==> config.mk <==
export PLATFORM = sky130hd
export DESIGN_NAME = ges_divider
export DESIGN_NICKNAME = d
export VERILOG_FILES = /design/src/sv/ges_pkg.sv /design/src/sv/ges_divider.sv
export SDC_FILE = /design/constraint.sdc
export NUM_CORES = 1
export LEC_CHECK = 0
export BUFFER_PORTS_ARGS = -buffer_cell sky130_fd_sc_hd__buf_2
export CAP_MARGIN = 20
export CORE_MARGIN = 5
export CORE_UTILIZATION = 45
export DETAILED_ROUTE_END_ITERATION = 16
export GPL_ROUTABILITY_DRIVEN = 0
export PLACE_DENSITY_LB_ADDON = 0.3
export SETUP_SLACK_MARGIN = 0.02
export SYNTH_ARGS = -nofsm -noshare
export SYNTH_HDL_FRONTEND = slang
export SYNTH_SLANG_ARGS = --single-unit
==> constraint.sdc <==
create_clock -name clk -period 4.5 [get_ports clk]
set_input_delay 1.35 -clock clk [delete_from_list [all_inputs] [get_ports clk]]
set_output_delay 1.35 -clock clk [all_outputs]
set_load 0.02 [all_outputs]
==> src/sv/ges_pkg.sv <==
`timescale 1ns / 1ps
package ges_pkg;
	localparam int MaxSize = 16;
	localparam int IdxW = 4;
	localparam int AddrW = 8;
	localparam int LoadW = 9;
	localparam int SizeW = 5;
	localparam int ThrW = 17;
	localparam int CfgIdxW = 1;
	localparam int CfgDataW = 17;
	localparam logic [CfgIdxW-1:0] RegMatrixSize = 1'd0;
	localparam logic [CfgIdxW-1:0] RegSingularThreshold = 1'd1;
	localparam logic signed [31:0] QMax = 32'sh7fffffff;
	localparam logic signed [31:0] QMin = 32'sh80000000;

	typedef struct packed {
		logic [IdxW-1:0] solution_index;
		logic signed [31:0] solution_value;
		logic status;
		logic last_flag;
	} result_t;

	function automatic logic signed [31:0] sat64(input logic signed [63:0] v);
		logic signed [63:0] hi;
		logic signed [63:0] lo;
		hi = 64'(QMax);
		lo = 64'(QMin);
		if (v > hi) return QMax;
		if (v < lo) return QMin;
		return v[31:0];
	endfunction
endpackage

==> src/sv/ges_divider.sv <==
`timescale 1ns / 1ps
// restoring divider: (a << 16) / b, truncate toward zero, saturate; one quotient bit a cycle
module ges_divider (
	input  logic clk,
	input  logic arst_n,
	input  logic start,
	input  logic signed [31:0] num,
	input  logic signed [31:0] den,
	output logic done,
	output logic signed [31:0] quo
);
	logic busy_q;
	logic [5:0] cnt_q;
	logic [47:0] dvd_q;
	logic [31:0] dvs_q;
	logic [48:0] quo_q;
	logic [32:0] rem_q;
	logic neg_q;
	logic zero_q;
	logic num_pos_q;
	logic num_zero_q;
	logic [32:0] rem_sh;
	logic [47:0] abs_num;
	logic [31:0] abs_den;
	logic signed [63:0] sq;

	assign abs_num = {16'd0, (num[31] ? 32'(-num) : 32'(num))} << 16;
	assign abs_den = den[31] ? 32'(-den) : 32'(den);
	assign rem_sh = {rem_q[31:0], dvd_q[47]};

	// signed, saturated quotient
	always_comb begin
		sq = neg_q ? -$signed({15'd0, quo_q}) : $signed({15'd0, quo_q});
		if (zero_q) begin
			quo = num_zero_q ? 32'sd0 : (num_pos_q ? ges_pkg::QMax : ges_pkg::QMin);
		end else begin
			quo = ges_pkg::sat64(sq);
		end
	end

	// iteration
	always_ff @(posedge clk or negedge arst_n) begin
		if (!arst_n) begin
			busy_q <= 1'b0;
			done <= 1'b0;
			cnt_q <= '0;
		end else begin
			done <= 1'b0;
			if (start) begin
				busy_q <= 1'b1;
				cnt_q <= 6'd48;
				dvd_q <= abs_num;
				dvs_q <= abs_den;
				quo_q <= '0;
				rem_q <= '0;
				neg_q <= num[31] ^ den[31];
				zero_q <= (den == 32'sd0);
				num_pos_q <= !num[31] && num != 32'sd0;
				num_zero_q <= (num == 32'sd0);
			end else if (busy_q) begin
				dvd_q <= dvd_q << 1;
				if (rem_sh >= {1'b0, dvs_q}) begin
					rem_q <= rem_sh - {1'b0, dvs_q};
					quo_q <= {quo_q[47:0], 1'b1};
				end else begin
					rem_q <= rem_sh;
					quo_q <= {quo_q[47:0], 1'b0};
				end
				cnt_q <= cnt_q - 6'd1;
				if (cnt_q == 6'd1) begin
					busy_q <= 1'b0;
					done <= 1'b1;
				end
			end
		end
	end
endmodule

==> results.md, run 1 <==
* Placement Setup Slack at -0.364 ns
* Synth Warn # at 0
* Routed wire length at around 27,000 um
* Final #Nets at approximately 1.5k
* Worst R2R End: rem_q[0]
* Mean Syn Cell Area at slightly below 10 um2
* Max Slew Vio Count at 0
* Placed Instance Area at 13,700 um2
* Vias at about 9.7k
* GRT Total Usage at 0.178
* Status: finished, violations left
* Worst path required time at around 3.2 ns
* Distinct cells, synth at 76
* Htree depth at 4
* Final Util at 0.537
* Cells after Synth at between 1k and 1.5k
* CP Max Fanout at 25
* Clock root buffer master: clkbuf_16
* Final number of hold-violating endpoints at 0
* Seq/Total Area, Yosys at 0.424
* IO Count at 100
* Worst Hold Path EP: dvd_q[47]
* Int Pwr at approximately 3.4 mW
* Busiest grt layer: met2
* RR Startpoint: dvs_q[1]
* Arrival time at the worst endpoint at about 4.0 ns
* Worst vdd ir at around 0.00023 V
* Initial antenna violation count at 0
* Clk slew on worst S/H paths at around 0.07 ns
* #FFs+latches synth at between 150 and 200
* Cell with the most instances after synthesis: edfxtp_1
* Clock Tree Buf Depth at 2
* Clk network pwr share at 0.283
* Area share of the largest cell type after synthesis at 0.408
* Row cnt at 60
* FF-to-FF path depth at 12
* Area delta synth->final at 18.2%
* Met1 GRT Util at 0.243
* Post-synth EDFFs at between 150 and 200
* DRT Pass-1 Iters at 5
* Placed cells at 1,693
* Max-cap violations at 0
* Asr flop ratio synth at 0.0462
* Die Span Y at between 150 and 200 um
* Global-route wire length before repair at 45,800 um
* Initial core utilization at 0.454
* Layout cells sized above 1 at 0.225
* Comb pwr share at 0.297
* Final instance area at approximately 14,000 um2
* Psw at between 1.5 and 2 mW
* Die X at 174 um
* Tcrit/Tclk final at 1.18
* Post-DR wirelength/cell at 15.6 um
* Post-DP HPWL at ~19,000 um
* Worst hold path class: reg2reg
* DRT antenna net count at 0
* PD cells at 341 nW/um2
* Hold depth at 2
* Area of the mapped netlist at between 10,000 and 15,000 um2
* Syn nets at around 1.3k
* DR DRC count at 0
* Max-slew headroom at 0.544
* Core box area at between 20,000 and 30,000 um2
* Largest net degree at the start of global routing at 86
* Layout fillers at about 2.4k
* Sw Ratio at 0.313
* Setup Crit Path Kind: reg2out
* Initial detailed-routing violation count at roughly 760
* Ranking of synthesized cells by area: edfxtp_1 (41%), mux2i_1 (7.3%), xnor2_1 (5.8%)
* Worst-skew pair later-pin latency at around 0.42 ns
* Buffers added on ports at between 90 and 100
* Worst-margin pin slew at roughly 0.7 ns
* TritonCTS Sinks at about 170
* Fmax at approximately 190 MHz
* Final Non-Filler Cells at between 1.5k and 2k
* Most used DFF post-synth: edfxtp_1
* Failing checks: negative setup slack
* RSZ-0062 raised after global routing: true
* CP Launch Type: flip-flop
* Post-synth top cells: edfxtp_1 (165), nor2_1 (151), mux2i_1 (89)
* Total gr overflow at 0
* Hold buffers post-CTS at 0
* CTS tree: yes
* R2R setup slack at roughly 0.75 ns
* Seq pwr share at 0.420
* P_leak at about 6 nW
* Hold slack at between 0.5 and 0.6 ns
* Finish-stage setup viols at 31
* Skew final at around 0.0096 ns
* Die area at roughly 30,000 um2
* Synth area leader: edfxtp_1
* Met3 Track Usage GR at 0.0291
* Vias in the first global route at around 9.5k
* Fin crit period at around 5.3 ns
* Met2 Usage GRT at 0.293
* Min-Delay Startpoint: dvd_q[46]
* Diodes inserted at 0
* Cts bufs inserted at 17
* Worst Setup End Kind: output port
* Vias per Instance at 5.62
* Setup WS post-layout at -0.808 ns
==> sequential cells by signal, summed over array words and instances, names as in the netlist <==
signal and count:
num_zero_q 1, done 1, quo_q 49, busy_q 1, neg_q 1, dvd_q 48, zero_q 1, rem_q 32
dvs_q 32, num_pos_q 1, cnt_q 6
==> critical path, cell delays in order (launching register included) <==
cell,delay [ns]
edfxtp_1,0.38
or4_4,0.56
nor4_4,0.36
and4_4,0.29
mux2i_1,0.22
a32oi_1,0.12
or4b_1,0.54
a2111oi_2,0.31
a41o_2,0.30
buf_12,0.20
o21ai_1,0.08
buf_2,0.16
==> how the worst max path moves through the flow <==
stage                     cells past startpoint      end  slack [ns]      start
after floorplan                              10  quo[10]       -0.25  quo_q[23]
after global placement                       12   quo[0]       -0.24  quo_q[23]
after detailed placement                     12   quo[0]       -0.36  quo_q[23]
after CTS                                    11   quo[0]       -0.76  quo_q[23]
after global routing                         11   quo[0]       -0.95  quo_q[23]
final                                        11   quo[0]       -0.81  quo_q[23]
==> cell families (layout without fill, tap and decap cells) <==
logic type                 after synthesis  after routing  share of synthesized area
and+or+nand+nor                        367            367                      0.150
AOI/OAI and AO/OA                      296            296                      0.170
DFF                                    173            173                      0.424
buffers and inverters                  130            292                     0.0466
xor gates and xnor gates               126            126                     0.0909
muxes                                   94             94                     0.0780
adders and majority gates               38             38                     0.0398
==> layout by cell type, fill, tap and decap left out, drive strengths merged, types with 14 or more instances in the layout <==
cell type	count
a211oi	32
a21oi	30
a22o	31
buf	206
clkbuf	18
edfxtp	165
ha	37
inv	57
mux2i	89
nand2	71
nor2	151
nor3	26
o21ai	85
o31ai	30
o41ai	14
or3	20
or4	23
xnor2	81
xor2	45
==> timing repair <==
item                                    CTS  global route
gates cloned                              0             0
pin swaps                                 1             2
setup buffers                             3             0
gates resized for setup                  11            24
endpoints found under the setup margin   31            32
==> area by class of cell <==
| class | count | area [um2] | area share |
|---|---|---|---|
| multi-input combinational | 921 | 6600 | 0.460 |
| sequential | 173 | 5160 | 0.359 |
| clock buffer | 18 | 429 | 0.0299 |
| clock inverter | 13 | 118 | 0.00820 |
| timing repair buffer | 206 | 1420 | 0.0987 |
| tap | 341 | 427 | 0.0297 |
| inverter | 55 | 206 | 0.0144 |
==> power groups by stage <==
stage	clock [mW]	combinational [mW]	sequential [mW]
6_report	1.39	1.46	2.05
5_1_grt	1.50	1.62	2.07
4_1_cts	1.42	1.44	2.06
3_5_place_dp	0	1.43	2.09
3_3_place_gp	0	1.41	2.08
2_1_floorplan	0	1.06	2.07
==> through the flow <==
| stage | TNS [ns] | power (mW) |
|---|---|---|
| floorplan | -7.65 | 3.13 |
| global placement | -6.92 | 3.50 |
| detailed placement | -11.08 | 3.52 |
| CTS | -22.92 | 4.92 |
| global route | -28.22 | 5.19 |
| finish | -24.16 | 4.90 |
==> metal layers <==
layer / routed length [um] / vias to the layer above
met3: 1250 / 46
met1: 12600 / 4560
met5: 0 / -
li1: - / 4845
met2: 12500 / 260
met4: 584 / 0
Power figures use the tool's default switching activity.
==> run 2: changes to the inputs <==
Settings changed: CORE_ASPECT_RATIO from default to 1.5.
==> run 2 against run 1 <==
Net effect: the flow still finishes with violations (negative setup slack); core utilization up 1.4 points; sequential cell count unchanged; wire length up 6.0%; final cell count up 0.23%; total power up 2.6%; first-iteration DRC count down 26%; setup slack worse by 0.025 ns; combinational power up 3%; clock power up 5%; global-route usage up 0.98 points; critical path depth unchanged.
==> results.md, run 2 (synthesized netlist as in run 1, its figures left out) <==
* Status: finished, violations left
* Failing checks: negative setup slack
* Max Slew Vio Count at 0
* RR Startpoint: dvs_q[1]
* GRT Total Usage at 0.188
* Skew final at about 0.0069 ns
* Reg area at about 5200 um2
* Largest net degree at the start of global routing at 83
* Fin crit period at 5.33 ns
* Worst-skew pair later-pin latency at approximately 0.43 ns
* Final #Nets at 1,486
* Die area at about 30,000 um2
* Max reg flops at 49
* Max-slew headroom at 0.387
* Worst vdd ir at 0.000282 V
* Routed wire length at 28,500 um
* Worst-margin pin slew at about 0.92 ns
* Area delta synth->final at 20.5%
* IO Count at 100
* Most frequent cells in the layout: edfxtp_1 (165), nor2_1 (151), buf_4 (111)
* Setup Crit Path Kind: reg2out
* Hold buffers post-CTS at 0
* Global-route wire length before repair at 47,200 um
* Max-cap violations at 0
* Worst Hold Path EP: cnt_q[5]
* Htree depth at 4
* Final Total Pwr at 5.02 mW
* Row cnt at 73
* Final Non-Filler Cells at 1,731
* Tcrit/Tclk final at 1.18
* P_leak at approximately 6.1 nW
* Area of the multi-input gates at 6620 um2
* Fmax at about 190 MHz
* Clock Tree Buf Depth at 2
* DR DRC count at 0
* Setup TNS at -24.63 ns
* Final number of hold-violating endpoints at 0
* Min-Delay Startpoint: cnt_q[5]
* Clk slew on worst S/H paths at approximately 0.07 ns
* Clock root buffer master: clkbuf_16
* Finish-stage setup viols at 31
* Die Span Y at 211 um
* Core box area at roughly 27,000 um2
* DRT Pass-1 Iters at 5
* Arrival time at the worst endpoint at approximately 4 ns
* Vias per Instance at about 5.7
* Cts bufs inserted at 17
* Worst R2R End: rem_q[1]
* Initial core utilization at 0.457
* FF-to-FF path depth at 12
* Initial antenna violation count at 0
* Commonest non-fill, non-tap cell in the layout: edfxtp_1
* CP Max Fanout at 9
* Setup WS post-layout at -0.832 ns
* Initial detailed-routing violation count at around 560
* Layout fillers at roughly 2.3k
* TritonCTS Sinks at roughly 170
* Post-DR wirelength/cell at approximately 16 um
* CP Launch Type: flip-flop
* Reg with most FFs: quo_q
* Total gr overflow at 0
* R2R setup slack at around 0.77 ns
* Placed Instance Area at roughly 14,000 um2
* Layout cells sized above 1 at 0.229
* Die X at between 100 and 150 um
* Worst path required time at roughly 3.2 ns
* Vias at a little under 10k
* Hold depth at 2
* Final instance area at between 10,000 and 15,000 um2
* Placed cells at about 1.7k
* Diodes inserted at 0
* Biggest regs: quo_q (49), dvd_q (48)
* PD cells at 343 nW/um2
* RSZ-0062 raised after global routing: true
* CTS tree: yes
* Buffers added on ports at between 90 and 100
* DRT antenna net count at 0
* Post-DP HPWL at around 20,000 um
* Worst Setup End Kind: output port
* Vias in the first global route at 9,952
* Worst hold path class: reg2reg
run 2: power breakdown:
group	total, mW	internal [mW]	switching (mW)
clock network	1.46	0.783	0.680
registers	2.05	1.96	0.0938
logic	1.51	0.679	0.828
run 2: critical path, cell delays in order, from the launching register on:
cell       delay, ns
edfxtp_1        0.39
or4_4           0.57
nor4_4          0.32
and4_4          0.28
mux2i_1         0.23
a32oi_1         0.13
or4b_4          0.54
a2111oi_4       0.33
a41o_4          0.36
clkbuf_16       0.19
o21ai_2         0.05
buf_2           0.15
run 2: what timing repair did:
item / 4_1_cts / 5_1_grt
pin swaps: 2 / 2
resized for setup: 9 / 50
endpoints found under the setup margin: 31 / 31
gates cloned: 2 / 2
buffers inserted: 1 / 2
run 2: cell type report:
type / instances / share of cell area
Multi-Input combinational cell: 921 / 0.452
Sequential cell: 173 / 0.353
Timing Repair Buffer: 213 / 0.112
Clock buffer: 17 / 0.0291
Tap cell: 337 / 0.0288
Inverter: 55 / 0.0141
Clock inverter: 15 / 0.0106
run 2: metrics by stage:
| step | hold WS (ns) | utilization | setup WS, ns |
|---|---|---|---|
| final | 0.517 | 0.550 | -0.832 |
| after CTS | 0.528 | 0.541 | -0.774 |
| after floorplan | 0.480 | - | -0.248 |
| after global placement | 0.502 | 0.515 | -0.213 |
| after global routing | 0.547 | 0.550 | -0.941 |
| after detailed placement | 0.508 | 0.515 | -0.334 |
run 2: how the worst max path moves through the flow:
| stage | from | to | slack (ns) | cells past startpoint |
|---|---|---|---|---|
| 2_1_floorplan | quo_q[23] | quo[10] | -0.25 | 10 |
| 3_3_place_gp | quo_q[23] | quo[11] | -0.21 | 12 |
| 3_5_place_dp | quo_q[23] | quo[12] | -0.33 | 12 |
| 4_1_cts | quo_q[23] | quo[25] | -0.77 | 15 |
| 5_1_grt | quo_q[23] | quo[8] | -0.94 | 15 |
| 6_report | quo_q[23] | quo[8] | -0.83 | 11 |
run 2: layer usage:
metal	up-vias	share of wire	global-route usage
met5	-	0	0
met1	4747	0.39	0.213
met3	58	0.033	0.0267
met4	0	0.030	0.0743
met2	207	0.54	0.349
li1	4865	-	-
